--- src/hdl/rdf_pkg.sv ---
// Shared codes, command and status types, and the digit weight function
// for the readout axis display formatter. No dependencies.
package rdf_pkg;

  localparam logic [1:0] OP_RAW     = 2'd0;
  localparam logic [1:0] OP_BUTTON  = 2'd1;
  localparam logic [1:0] OP_DISPLAY = 2'd2;

  localparam logic [1:0] CMD_POWER = 2'd0;
  localparam logic [1:0] CMD_FAST  = 2'd1;
  localparam logic [1:0] CMD_DIR   = 2'd2;
  localparam logic [1:0] CMD_ZERO  = 2'd3;

  localparam logic [1:0] ACT_NONE  = 2'd0;
  localparam logic [1:0] ACT_POWER = 2'd1;
  localparam logic [1:0] ACT_FAST  = 2'd2;
  localparam logic [1:0] ACT_RESET = 2'd3;

  localparam logic [7:0]  DIGIT_ZERO  = 8'd48;
  localparam logic [7:0]  MINUS_SIGN  = 8'd45;
  localparam logic [7:0]  BLANK_RESET = 8'd32;
  localparam logic [16:0] SAT_LIMIT   = 17'd99999;
  localparam logic [2:0]  DIGIT_LAST  = 3'd4;
  localparam logic [2:0]  SHOW_FROM   = 3'd2;

  typedef struct packed {
    logic       raw_write;
    logic       load_button;
    logic       btn_exec;
    logic       start_display;
    logic       calc_value;
    logic       calc_mag;
    logic       digit_step;
    logic [2:0] digit_idx;
    logic       emit;
    logic       emit_button;
    logic [1:0] axis_idx;
    logic       last;
  } rdf_cmd_t;

  typedef struct packed {
    logic btn_hit;
    logic out_free;
  } rdf_status_t;

  function automatic logic [16:0] digit_weight(input logic [2:0] k, input logic [3:0] j);
    logic [16:0] w;
    case (k)
      3'd0: w = 17'(j) * 17'd10000;
      3'd1: w = 17'(j) * 17'd1000;
      3'd2: w = 17'(j) * 17'd100;
      3'd3: w = 17'(j) * 17'd10;
      default: w = 17'(j);
    endcase
    return w;
  endfunction

endpackage

--- src/hdl/rdf_ctrl.sv ---
// Controller state machine of the readout axis display formatter.
// Depends on rdf_pkg; drives the datapath through rdf_cmd_t commands.
module rdf_ctrl import rdf_pkg::*; #(
  parameter int AXES = 4
) (
  input  logic        clk,
  input  logic        rst,
  input  logic        in_valid,
  output logic        in_ready,
  input  logic [1:0]  op,
  input  rdf_status_t status,
  output rdf_cmd_t    cmd
);

  localparam logic [2:0] S_IDLE  = 3'd0;
  localparam logic [2:0] S_BTN   = 3'd1;
  localparam logic [2:0] S_VALUE = 3'd2;
  localparam logic [2:0] S_MAG   = 3'd3;
  localparam logic [2:0] S_DIGIT = 3'd4;
  localparam logic [2:0] S_EMIT  = 3'd5;

  localparam logic [1:0] LAST_AXIS = 2'(AXES - 1);

  logic [2:0] state, state_next;
  logic [2:0] dcnt, dcnt_next;
  logic [1:0] acnt, acnt_next;
  logic       is_button, is_button_next;

  always_comb begin
    state_next     = state;
    dcnt_next      = dcnt;
    acnt_next      = acnt;
    is_button_next = is_button;
    cmd            = '0;
    cmd.digit_idx  = dcnt;
    cmd.axis_idx   = acnt;
    cmd.emit_button = is_button;
    cmd.last       = is_button || (acnt == LAST_AXIS);
    in_ready       = (state == S_IDLE);
    case (state)
      S_IDLE: begin
        if (in_valid) begin
          case (op)
            OP_RAW: begin
              cmd.raw_write = 1'b1;
            end
            OP_BUTTON: begin
              cmd.load_button = 1'b1;
              is_button_next  = 1'b1;
              state_next      = S_BTN;
            end
            OP_DISPLAY: begin
              cmd.start_display = 1'b1;
              is_button_next    = 1'b0;
              acnt_next         = '0;
              state_next        = S_VALUE;
            end
            default: begin
            end
          endcase
        end
      end
      S_BTN: begin
        cmd.btn_exec = 1'b1;
        state_next   = status.btn_hit ? S_EMIT : S_IDLE;
      end
      S_VALUE: begin
        cmd.calc_value = 1'b1;
        state_next     = S_MAG;
      end
      S_MAG: begin
        cmd.calc_mag = 1'b1;
        dcnt_next    = '0;
        state_next   = S_DIGIT;
      end
      S_DIGIT: begin
        cmd.digit_step = 1'b1;
        if (dcnt == DIGIT_LAST) begin
          state_next = S_EMIT;
        end else begin
          dcnt_next = dcnt + 3'd1;
        end
      end
      S_EMIT: begin
        if (status.out_free) begin
          cmd.emit = 1'b1;
          if (is_button || (acnt == LAST_AXIS)) begin
            state_next = S_IDLE;
          end else begin
            acnt_next  = acnt + 2'd1;
            state_next = S_VALUE;
          end
        end
      end
      default: begin
        state_next = S_IDLE;
      end
    endcase
  end

  always_ff @(posedge clk) begin
    if (rst) begin
      state     <= S_IDLE;
      dcnt      <= '0;
      acnt      <= '0;
      is_button <= 1'b0;
    end else begin
      state     <= state_next;
      dcnt      <= dcnt_next;
      acnt      <= acnt_next;
      is_button <= is_button_next;
    end
  end

  a_digits_end: assert property (@(posedge clk) disable iff (rst)
    (state == S_DIGIT && dcnt == DIGIT_LAST) |=> (state == S_EMIT))
    else $error("digit sequence did not end in the emit state");

  a_display_start: assert property (@(posedge clk) disable iff (rst)
    (in_valid && in_ready && op == OP_DISPLAY) |=> (state == S_VALUE && acnt == 2'd0))
    else $error("display request did not start at the first axis");

  a_last_emit: assert property (@(posedge clk) disable iff (rst)
    (cmd.emit && cmd.last) |=> (state == S_IDLE))
    else $error("controller did not return to idle after the final word");

endmodule

--- src/hdl/rdf_datapath.sv ---
// Datapath of the readout axis display formatter: axis stores, value and
// digit formatting, and the output register. Depends on rdf_pkg.
module rdf_datapath import rdf_pkg::*; #(
  parameter int AXES = 4
) (
  input  logic               clk,
  input  logic               rst,
  input  rdf_cmd_t           cmd,
  output rdf_status_t        status,
  input  logic               cfg_we,
  input  logic [7:0]         cfg_wdata,
  input  logic [1:0]         axis,
  input  logic signed [23:0] raw_sample,
  input  logic [15:0]        button_bits,
  output logic               out_valid,
  input  logic               out_ready,
  output logic [1:0]         result_axis,
  output logic [1:0]         action,
  output logic signed [31:0] shown_value,
  output logic [7:0]         char_one,
  output logic [7:0]         char_two,
  output logic [7:0]         char_three,
  output logic [7:0]         char_four,
  output logic [7:0]         char_five,
  output logic [7:0]         char_six,
  output logic [3:0]         updated_mask,
  output logic               last
);

  localparam int AW = (AXES > 1) ? $clog2(AXES) : 1;

  logic [7:0]  blank;
  logic [23:0] raw_store [AXES];
  logic [31:0] offset_store [AXES];
  logic        dir_neg [AXES];
  logic [3:0]  update_flags;
  logic [3:0]  mask_r;

  logic [15:0] btn_bits_r;
  logic [3:0]  btn_low;
  logic [1:0]  btn_ax;
  logic [1:0]  btn_axis_r;
  logic [1:0]  btn_act_r;
  logic [1:0]  btn_act;
  logic        btn_hit;
  logic [31:0] btn_twice;

  logic [31:0] val_r;
  logic [31:0] raw_ext;
  logic [31:0] abs_val;
  logic        neg_r;
  logic [16:0] mag_rem;
  logic        started;
  logic [2:0]  sign_pos;
  logic [7:0]  digs [5];
  logic [3:0]  digit;
  logic [16:0] digit_sub;
  logic        start_now;
  logic [AW-1:0] ai;

  always_comb begin
    btn_low = '0;
    for (int i = 15; i >= 0; i--) begin
      if (btn_bits_r[i]) begin
        btn_low = 4'(i);
      end
    end
  end

  assign btn_ax    = btn_low[3:2];
  assign btn_hit   = (btn_bits_r != 16'd0) && (int'(btn_ax) < AXES);
  assign btn_twice = {{8{raw_store[btn_ax[AW-1:0]][23]}}, raw_store[btn_ax[AW-1:0]]} << 1;

  always_comb begin
    case (btn_low[1:0])
      CMD_POWER: btn_act = ACT_POWER;
      CMD_FAST:  btn_act = ACT_FAST;
      CMD_DIR:   btn_act = ACT_NONE;
      default:   btn_act = ACT_RESET;
    endcase
  end

  assign ai      = cmd.axis_idx[AW-1:0];
  assign raw_ext = {{8{raw_store[ai][23]}}, raw_store[ai]};
  assign abs_val = val_r[31] ? (32'd0 - val_r) : val_r;

  always_comb begin
    digit     = '0;
    digit_sub = '0;
    for (int j = 1; j < 10; j++) begin
      if (mag_rem >= digit_weight(cmd.digit_idx, 4'(j))) begin
        digit     = 4'(j);
        digit_sub = digit_weight(cmd.digit_idx, 4'(j));
      end
    end
  end

  assign start_now = !started && ((digit != 4'd0) || (cmd.digit_idx >= SHOW_FROM));

  assign status.btn_hit  = btn_hit;
  assign status.out_free = !out_valid || out_ready;

  always_ff @(posedge clk) begin
    if (rst) begin
      blank        <= BLANK_RESET;
      update_flags <= '0;
      for (int i = 0; i < AXES; i++) begin
        raw_store[i]    <= '0;
        offset_store[i] <= '0;
        dir_neg[i]      <= 1'b0;
      end
    end else begin
      if (cfg_we) begin
        blank <= cfg_wdata;
      end
      if (cmd.raw_write && (int'(axis) < AXES)) begin
        raw_store[axis[AW-1:0]] <= raw_sample;
        update_flags[axis]      <= 1'b1;
      end
      if (cmd.start_display) begin
        update_flags <= '0;
      end
      if (cmd.btn_exec && btn_hit) begin
        if (btn_low[1:0] == CMD_DIR) begin
          dir_neg[btn_ax[AW-1:0]] <= !dir_neg[btn_ax[AW-1:0]];
          if (!dir_neg[btn_ax[AW-1:0]]) begin
            offset_store[btn_ax[AW-1:0]] <= offset_store[btn_ax[AW-1:0]] - btn_twice;
          end else begin
            offset_store[btn_ax[AW-1:0]] <= offset_store[btn_ax[AW-1:0]] + btn_twice;
          end
        end else if (btn_low[1:0] == CMD_ZERO) begin
          offset_store[btn_ax[AW-1:0]] <= '0;
        end
      end
    end
  end

  always_ff @(posedge clk) begin
    if (cmd.load_button) begin
      btn_bits_r <= button_bits;
    end
    if (cmd.btn_exec) begin
      btn_axis_r <= btn_ax;
      btn_act_r  <= btn_act;
    end
    if (cmd.start_display) begin
      mask_r <= update_flags;
    end
    if (cmd.calc_value) begin
      if (dir_neg[ai]) begin
        val_r <= (32'd0 - raw_ext) - offset_store[ai];
      end else begin
        val_r <= raw_ext - offset_store[ai];
      end
    end
    if (cmd.calc_mag) begin
      neg_r    <= val_r[31];
      mag_rem  <= (abs_val > 32'(SAT_LIMIT)) ? SAT_LIMIT : abs_val[16:0];
      started  <= 1'b0;
      sign_pos <= '0;
    end
    if (cmd.digit_step) begin
      mag_rem <= mag_rem - digit_sub;
      if (start_now) begin
        started  <= 1'b1;
        sign_pos <= cmd.digit_idx;
      end
      digs[cmd.digit_idx] <= (started || start_now) ? (DIGIT_ZERO + 8'(digit)) : blank;
    end
  end

  always_ff @(posedge clk) begin
    if (rst) begin
      out_valid <= 1'b0;
    end else if (cmd.emit) begin
      out_valid <= 1'b1;
    end else if (out_ready) begin
      out_valid <= 1'b0;
    end
  end

  always_ff @(posedge clk) begin
    if (cmd.emit) begin
      last <= cmd.last;
      if (cmd.emit_button) begin
        result_axis  <= btn_axis_r;
        action       <= btn_act_r;
        shown_value  <= '0;
        char_one     <= '0;
        char_two     <= '0;
        char_three   <= '0;
        char_four    <= '0;
        char_five    <= '0;
        char_six     <= '0;
        updated_mask <= '0;
      end else begin
        result_axis  <= cmd.axis_idx;
        action       <= ACT_NONE;
        shown_value  <= val_r;
        char_one     <= (neg_r && sign_pos == 3'd0) ? MINUS_SIGN : blank;
        char_two     <= (neg_r && sign_pos == 3'd1) ? MINUS_SIGN : digs[0];
        char_three   <= (neg_r && sign_pos == 3'd2) ? MINUS_SIGN : digs[1];
        char_four    <= digs[2];
        char_five    <= digs[3];
        char_six     <= digs[4];
        updated_mask <= mask_r;
      end
    end
  end

  a_hundreds_digit: assert property (@(posedge clk) disable iff (rst)
    (cmd.emit && !cmd.emit_button) |=>
      (char_four >= DIGIT_ZERO && char_four <= DIGIT_ZERO + 8'd9))
    else $error("hundreds position is not a digit");

  a_flags_cleared: assert property (@(posedge clk) disable iff (rst)
    cmd.start_display |=> (update_flags == 4'd0))
    else $error("update flags not cleared by a display request");

  a_out_hold: assert property (@(posedge clk) disable iff (rst)
    (out_valid && !out_ready) |=>
      (out_valid && $stable(shown_value) && $stable(result_axis) && $stable(last)))
    else $error("result word changed while the receiver stalled");

endmodule

--- src/hdl/readout_axis_display_formatter_top.sv ---
// Top level of the readout axis display formatter.
// Depends on rdf_pkg, rdf_ctrl and rdf_datapath.
//
// Input words arrive on in_valid/in_ready with fields op, axis, raw_sample
// and button_bits; result words leave on out_valid/out_ready. The blank
// character register is written through cfg_we and cfg_wdata.
// A raw update gives no result word. A button event gives one result word
// if any button bit is set and its lowest set bit names an existing axis,
// and none otherwise. A display request gives one word per axis; each axis
// passes through value, magnitude, five digit steps of the shared digit
// unit, and the load of the output register.
// One input word is in work at a time; in_ready is high only while the
// controller is idle, which it may be while the final result word still
// waits in the output register.
// When the receiver stalls, the result word holds in the output register
// and the controller waits before loading the next one.
// Synchronous reset clears all axis stores, the update flags and the
// handshake state, and sets the blank character to a space.
module readout_axis_display_formatter_top import rdf_pkg::*; #(
  parameter int AXES = 4
) (
  input  logic               clk,
  input  logic               rst,
  input  logic               cfg_we,
  input  logic [7:0]         cfg_wdata,
  input  logic               in_valid,
  output logic               in_ready,
  input  logic [1:0]         op,
  input  logic [1:0]         axis,
  input  logic signed [23:0] raw_sample,
  input  logic [15:0]        button_bits,
  output logic               out_valid,
  input  logic               out_ready,
  output logic [1:0]         result_axis,
  output logic [1:0]         action,
  output logic signed [31:0] shown_value,
  output logic [7:0]         char_one,
  output logic [7:0]         char_two,
  output logic [7:0]         char_three,
  output logic [7:0]         char_four,
  output logic [7:0]         char_five,
  output logic [7:0]         char_six,
  output logic [3:0]         updated_mask,
  output logic               last
);

  rdf_cmd_t    cmd;
  rdf_status_t status;

  rdf_ctrl #(.AXES(AXES)) u_ctrl (
    .clk      (clk),
    .rst      (rst),
    .in_valid (in_valid),
    .in_ready (in_ready),
    .op       (op),
    .status   (status),
    .cmd      (cmd)
  );

  rdf_datapath #(.AXES(AXES)) u_datapath (
    .clk          (clk),
    .rst          (rst),
    .cmd          (cmd),
    .status       (status),
    .cfg_we       (cfg_we),
    .cfg_wdata    (cfg_wdata),
    .axis         (axis),
    .raw_sample   (raw_sample),
    .button_bits  (button_bits),
    .out_valid    (out_valid),
    .out_ready    (out_ready),
    .result_axis  (result_axis),
    .action       (action),
    .shown_value  (shown_value),
    .char_one     (char_one),
    .char_two     (char_two),
    .char_three   (char_three),
    .char_four    (char_four),
    .char_five    (char_five),
    .char_six     (char_six),
    .updated_mask (updated_mask),
    .last         (last)
  );

endmodule

--- config.mk ---
export PLATFORM = sky130hd
export DESIGN_NAME = readout_axis_display_formatter_top
export DESIGN_NICKNAME = d
export VERILOG_FILES = /design/src/hdl/rdf_pkg.sv /design/src/hdl/rdf_ctrl.sv /design/src/hdl/rdf_datapath.sv /design/src/hdl/readout_axis_display_formatter_top.sv
export SDC_FILE = /design/constraint.sdc
export NUM_CORES = 1
export LEC_CHECK = 0
export BUFFER_PORTS_ARGS = -buffer_cell sky130_fd_sc_hd__buf_2
export CAP_MARGIN = 20
export CORE_ASPECT_RATIO = 0.8
export CORE_MARGIN = 5
export CORE_UTILIZATION = 55
export CTS_CLUSTER_DIAMETER = 50
export CTS_CLUSTER_SIZE = 25
export DETAILED_ROUTE_END_ITERATION = 8
export PLACE_DENSITY = 0.76
export SLEW_MARGIN = 0
export SYNTH_ARGS = -nofsm -noshare
export SYNTH_HDL_FRONTEND = slang
export SYNTH_SLANG_ARGS = --single-unit
--- constraint.sdc ---
create_clock -name clk -period 5.9 [get_ports clk]
set_clock_uncertainty 0.05 [all_clocks]
set_input_delay 0.295 -clock clk [delete_from_list [all_inputs] [get_ports clk]]
set_output_delay 0.295 -clock clk [all_outputs]
set_load 0.05 [all_outputs]
---- Word-level counts from Yosys, hierarchy flattened ----
Memories as Yosys holds them, arrays and structs flattened. A register that Yosys moved wholly into a read port is not among the register bits.
Index checks and enable logic that the tools add are counted.
word-level totals
  logic and storage cells ................. 252
  bits in registers ....................... 165
  output and inout port bits .............. 91
  RAM bits ................................ 268
  memories ................................ 4
memories
  name                     depth  width  read ports  clocked after memory_dff  write ports  RTL line            text
  u_datapath.offset_store  4      32     2           1                         4            rdf_datapath.sv:34  logic [31:0] offset_store [AXES];
  u_datapath.raw_store     4      24     2           1                         4            rdf_datapath.sv:33  logic [23:0] raw_store [AXES];
  u_datapath.digs          5      8      5           3                         1            rdf_datapath.sv:55  logic [7:0] digs [5];
  u_datapath.dir_neg       4      1      2           1                         4            rdf_datapath.sv:35  logic dir_neg [AXES];
cells by class
  multiplexer cells ....................... 135
  reduce and logical (&&, ||, !) cells .... 36
  add/subtract/negate cells ............... 10
  equal/unequal tests ..................... 24
  order comparisons ....................... 13
  bitwise gates (word level) .............. 3
operators with widths
  operator               count
  $mux 17                12
  $pmux 17 s4            3
  $pmux 16 s4            3
  $mux 32                5
  $pmux 15 s4            2
  $sub 32x32->32         3
  $mux 4                 18
  $pmux 14 s4            1
  $ge 17x16->1           3
  $ge 17x17->1           3
  $mux 1                 48
  $mux 2                 19
  $mux 3                 12
  $ge 17x15->1           2
  $add 32x32->32         1
  $gt 32x17->1 const B   1
  $reduce_or 32->1       1
  $sub 1x32->32 const A  1
  $sub 1x24->25 const A  1
  $mux 24                1
  $reduce_or 24->1       1
  $mux 6                 3
  $pmux 3 s6             1
  $ge 17x14->1           1
  37 further kinds       75

---- Depth between registers and ports, before layout ----
An unclocked memory read counts as a cell.
  depth after elaboration ................. 26
  depth in mapped cells ................... 31

---- Hierarchy ----
A second synthesis with hierarchy kept.
second synthesis, totals
  cells, all modules ...................... 2,624
  area, all modules ....................... 28,558.6 um^2
modules (own cells, without submodules)
  module        times used  area an instance (um^2)  cells an instance  seq. area each (um^2)
  rdf_datapath  1           27,878.0                 2,542              13,282.7
  rdf_ctrl      1           680.7                    82                 180.2

---- Worst setup path after synthesis ----
Ideal clock, no wire load.
  kind .................................... register to register
  start ................................... register u_datapath.btn_bits_r[9]
  end ..................................... memory u_datapath.offset_store[0][31] (data pin)
  setup time .............................. 261 ps
  stages on the path, launching flop included .. 25
  path slack .............................. -463 ps
  required time ........................... 5,589 ps
  data arrival time ....................... 6,052 ps
  path through ............................ edfxtp_1 -> buf_2 -> or4_4 -> nor2_4 -> o21ai_4 -> inv_4 -> buf_1 -> mux4_2 -> inv_1 -> ha_1 -> nand3_1 -> or3_4 -> o21ai_0 -> xor2_1 -> ha_1 -> nand2_1 -> a2111oi_0 -> and4bb_2 -> o41ai_1 -> a41oi_1 -> o31ai_1 -> nand3_1 -> nand2_1 -> xnor2_2 -> nor2_1
RTL lines
  what                    RTL line             text
  start, declared         rdf_datapath.sv:39   logic [15:0] btn_bits_r;
  start signal, assigned  rdf_datapath.sv:140  btn_bits_r <= button_bits;
  end, declared           rdf_datapath.sv:34

---- Final worst setup path ----
  start ................................... register u_ctrl.dcnt[0]
  end ..................................... register u_datapath.mag_rem[15] (data pin)
between the ends
  cells in the longest elaborated chain, start to end .. 14
  elaborated cells on any way between the ends .. 33
  those cells by class .................... 1 x add/sub; 9 x order compare; 3 x eq/ne; 19 x mux; 1 x reduce/logical
ends and longest elaborated chain
  what                                RTL line             text
  start, declared                     rdf_ctrl.sv:25       logic [2:0] dcnt, dcnt_next;
  start signal, assigned              rdf_ctrl.sv:109      dcnt <= dcnt_next;
  $eq 3x2->1 (tied with other cells)  rdf_pkg.sv:48        case (k)
  $pmux 14 s4                         rdf_pkg.sv:48
  $ge 17x14->1                        rdf_datapath.sv:91   if (mag_rem >= digit_weight(cmd.digit_idx, 4'(j))) begin
  $mux 17 (8 in series)               rdf_datapath.sv:91
  $mux 17 (*)                         rdf_datapath.sv:91
  $sub 17x17->17 (*)                  rdf_datapath.sv:163  mag_rem <= mag_rem - digit_sub;
  $mux 17 (*)                         rdf_datapath.sv:162  if (cmd.digit_step) begin
  end signal, assigned                rdf_datapath.sv:158  mag_rem <= (abs_val > 32'(SAT_LIMIT)) ? SAT_LIMIT : abs_val[16:0];
  end signal, assigned                rdf_datapath.sv:163
  end, declared                       rdf_datapath.sv:52   logic [16:0] mag_rem;
Mark *: on every way between the ends. The rest lies on a longest branch, timed or not.
A chain may end at the register's enable or synchronous reset.

==> impl_metrics.py <==
metrics = {
    "status": {
        "run_status": "finished, violations left",
        "failing_checks": "setup timing",
    },
    "cts": {
        "cts_max_path_buffers": 3,
        "clk_transition_reported_paths_ns": 0.09,
        "root_buffer_cell": "sky130_fd_sc_hd__clkbuf_16",
        "insertion_delay_ns": 0.59,
        "htree_levels": 2,
        "cts_tree": "done",
        "cts_num_sinks": 459,
        "cts_made_buffers": 39,
    },
    "detailed_routing": {
        "vias": 23200,
        "vias_per_cell": 6.23,
        "route.detailed.drc": 0,
        "drt_first_pass_iters": 7,
        "antenna_violating_nets_post_route": 0,
        "wl_um": 87100,
        "initialDrtViolationCount": 3043,
        "drt-wirelength-per-cell_um": 23.4,
    },
    "sta": {
        "final-setup-viol-count": 2,
        "report.final.slew_viol_count": 0,
        "final.setup.worst_slack_ns": -0.0207,
        "worstMarginPinSlew_ns": 1.01,
        "min_period_ns": 5.92,
        "timing.max_slew.rel_slack": 0.326,
        "min_period_over_period": 1.00,
        "achievable-frequency_mhz": 169,
        "fin_setup_tns_ns": -0.0334,
        "unrepaired_setup_endpoints_after_global_routing": "yes",
        "final_hold_violation_count": 0,
    },
    "floorplan": {
        "ioPinCount": 148,
        "die_w_um": 262,
        "start_util": 0.559,
        "dieHeight_um": 212,
        "die-area_um2": 55400,
        "area_of_the_placeable_core_um2": 50000,
        "std_cell_rows": 73,
    },
    "layout": {
        "antennaDiodeCount": 0,
        "fin_util": 0.699,
        "flow.area_growth_from_synthesis_pct": 24.9,
        "filler_free_cell_count_of_the_finished_design": 3726,
        "post_route_cells_drive_above_1_share": 0.290,
        "design_area_um2": 34900,
        "num-nets-final": 3244,
    },
    "critical_path": {
        "setup.worst_path.class": "reg -> reg",
        "timing.critical_path.slowest_stage_cell": "sky130_fd_sc_hd__dfxtp_4",
        "timing.critical_path.mode_cell": "sky130_fd_sc_hd__buf_4",
        "crit_path_start_kind": "flop",
        "type_of_destination_of_the_critical_path": "flop",
        "cpPeakStageDelay_ns": 0.40,
        "crit_required_ns": 6.16,
        "biggest_fanout_along_the_worst_timing_path": 4,
        "arrival_ns": 6.19,
    },
    "yosys": {
        "synth.avg_cell_area_um2": 11.0,
        "synth_warnings": 0,
        "synth-seq-cells": 459,
        "ys.flop_type": "sky130_fd_sc_hd__edfxtp_1",
        "number_of_flops_mapped_to_enable_cells_by_yosys": 431,
        "mappedNetlistNets": 2766,
        "synth.yosys.seq_area_share": 0.483,
        "syn-cell-area_um2": 27900,
        "synthCells": 2543,
        "asyncSetResetFlopFracSynth": 0,
        "number_of_distinct_standard_cells_referenced_by_the_synthesized_netlist": 97,
    },
    "power_and_ir_drop": {
        "portion_of_total_power_attributed_to_combinational_logic": 0.343,
        "power.share.clock": 0.267,
        "power.switching_uw": 3410,
        "total_leakage_power_uw": 0.0137,
        "max-vdd-ir-drop_uv": 195,
        "power_report.internal_total_uw": 6620,
        "netSwitchingFraction": 0.340,
        "powerDensity_nw_per_um2": 287,
        "pwr-share-seq": 0.390,
        "total_power_uw": 10000,
    },
    "worst_hold_path": {
        "hp-class": "in -> reg",
    },
    "grt": {
        "global_route.overflow_total": 0,
        "groute.usage.overall": 0.303,
        "pin_count_of_the_biggest_net_entering_global_routing": 82,
        "number_of_global_route_vias_before_repair": 22500,
        "grt_antenna_before_repair": 5,
        "grt_first_pass_wirelength_um": 130000,
    },
    "place": {
        "post-place-cells": 3560,
        "place.detailed.hpwl_um": 62400,
        "postPlaceCellArea_um2": 31500,
        "final_weighted_congestion_in_routability_driven_placement": 0.986,
        "place.port_buffers": 147,
    },
    "run": {
        "maxCapViolations": 0,
    },
}
## cell families (layout without fill, tap and decap cells)
family                   Yosys count  after routing  share of synthesized area
XOR/XNOR                         131            131                     0.0413
AO/OA/AOI/OAI                    508            508                      0.121
adder cells (fa/ha/maj)          166            166                     0.0751
flip-flops                       459            459                      0.483
buffers and inverters            250            758                     0.0351
AND/OR/NAND/NOR                  908            908                      0.158
multiplexers                     121            121                     0.0867
## worst paths after layout
| check | from | to | slack, ns | cells after the start |
|---|---|---|---|---|
| max reg2reg | u_ctrl.dcnt[0] | u_datapath.mag_rem[15] | -0.02 | 30 |
| min | raw_sample[12] | u_datapath.raw_store[3][12] | 0.03 | 3 |
| min reg2reg | u_datapath.update_flags[0] | u_datapath.mask_r[0] | 0.39 | 0 |
| max | u_ctrl.dcnt[0] | u_datapath.mag_rem[15] | -0.02 | 30 |
## synth_stat cells (19+ instances only)
cell / count / share of area
sky130_fd_sc_hd__nor2_1: 352 / 0.047
sky130_fd_sc_hd__and2_1: 25 / 0.0056
sky130_fd_sc_hd__or3_1: 22 / 0.0049
sky130_fd_sc_hd__nand3_1: 45 / 0.0081
sky130_fd_sc_hd__nand2b_1: 33 / 0.0074
sky130_fd_sc_hd__o21ai_0: 113 / 0.020
sky130_fd_sc_hd__xnor2_1: 74 / 0.023
sky130_fd_sc_hd__edfxtp_1: 431 / 0.46
sky130_fd_sc_hd__dfxtp_1: 28 / 0.020
sky130_fd_sc_hd__ha_1: 163 / 0.073
sky130_fd_sc_hd__o21a_1: 21 / 0.0056
sky130_fd_sc_hd__a31oi_1: 29 / 0.0065
sky130_fd_sc_hd__nand2_1: 177 / 0.024
sky130_fd_sc_hd__nor4_1: 19 / 0.0043
sky130_fd_sc_hd__inv_1: 145 / 0.019
sky130_fd_sc_hd__nor3_1: 48 / 0.0086
sky130_fd_sc_hd__xor2_1: 56 / 0.018
sky130_fd_sc_hd__nor2b_1: 87 / 0.019
sky130_fd_sc_hd__mux4_2: 96 / 0.077
sky130_fd_sc_hd__a21o_1: 44 / 0.012
sky130_fd_sc_hd__clkbuf_1: 77 / 0.010
sky130_fd_sc_hd__a21oi_1: 110 / 0.020
## flip-flops by register name, summed over array words and instances (netlist names), 3 cells and up, named ones only
signal                   flops
u_datapath.val_r            32
u_datapath.mag_rem          17
u_datapath.blank             8
u_datapath.char_two          8
u_datapath.update_flags      4
u_datapath.char_six          8
u_datapath.offset_store    128
u_datapath.btn_bits_r       16
u_ctrl.dcnt                  3
u_datapath.dir_neg           4
u_datapath.mask_r            4
u_datapath.raw_store        96
u_datapath.char_three        8
u_datapath.digs             40
u_datapath.shown_value      32
char_five                    8
u_datapath.sign_pos          3
char_four                    8
u_datapath.updated_mask      4
u_datapath.char_one          8
u_ctrl.state                 3
## per-layer routing
| metal | vias to the layer above | global-route usage | part of all wire |
|---|---|---|---|
| li1 | 10400 | - | - |
| met1 | 11300 | 0.445 | 0.41 |
| met2 | 1304 | 0.465 | 0.45 |
| met3 | 179 | 0.0670 | 0.11 |
| met4 | 0 | 0.0719 | 0.025 |
| met5 | - | 0 | 0 |
## layout make-up
| cell class | count | area [µm²] |
|---|---|---|
| clock buffer | 43 | 1010 |
| clock inverter | 28 | 315 |
| fill | 3538 | 15100 |
| inverter | 147 | 569 |
| multi-input combinational | 1834 | 14700 |
| sequential | 459 | 13500 |
| tap | 675 | 845 |
| timing repair buffer | 540 | 3980 |
## placed cells by master (no fill, tap or decap), drive strengths merged, types with 27 or more instances in the layout
| cell | n |
|---|---|
| dlygate4sd3 | 43 |
| nor2 | 353 |
| o21ai | 120 |
| ha | 163 |
| and2 | 27 |
| inv | 160 |
| a21o | 44 |
| nand2 | 178 |
| nand2b | 34 |
| xor2 | 56 |
| clkbuf | 43 |
| xnor2 | 75 |
| mux4 | 96 |
| a21oi | 110 |
| nand3 | 45 |
| edfxtp | 431 |
| dfxtp | 28 |
| a31oi | 29 |
| nor2b | 87 |
| nor3 | 50 |
| buf | 497 |
## repair_timing
item | in CTS | in global routing
pin swaps | 28 | 122
hold buffers | 43 | 0
hold endpoints to repair | 43 | 0
buffers inserted | 14 | 37
endpoints found under the setup margin | 37 | 48
resized for setup | 59 | 209
gates cloned | 0 | 0
## through the flow
step	worst slack, ns	hold WS [ns]
global placement	-0.441	0.368
finish	-0.0207	0.0290
floorplan	0.0228	0.344
CTS	0.000447	0.00302
global route	-0.224	0.0338
detailed placement	-0.745	0.372
## power by group through the flow
stage / sequential (µW) / clock [µW] / combinational (µW)
detailed placement: 3970 / 0 / 2890
finish: 3910 / 2680 / 3440
global route: 3920 / 2840 / 3680
CTS: 3900 / 2710 / 3070
global placement: 3960 / 0 / 2850
floorplan: 3980 / 0 / 1710
## critical path: cells and delay by family, from the launching register on
kind                     cells  cell delay, ns
XOR/XNOR                     1            0.17
AND/OR/NAND/NOR              6            0.96
flip-flops                   1            0.40
AO/OA/AOI/OAI               13            2.53
adder cells (fa/ha/maj)      3            0.63
buffers and inverters        7            0.90
No activity file was read; power rests on OpenSTA's default activity.
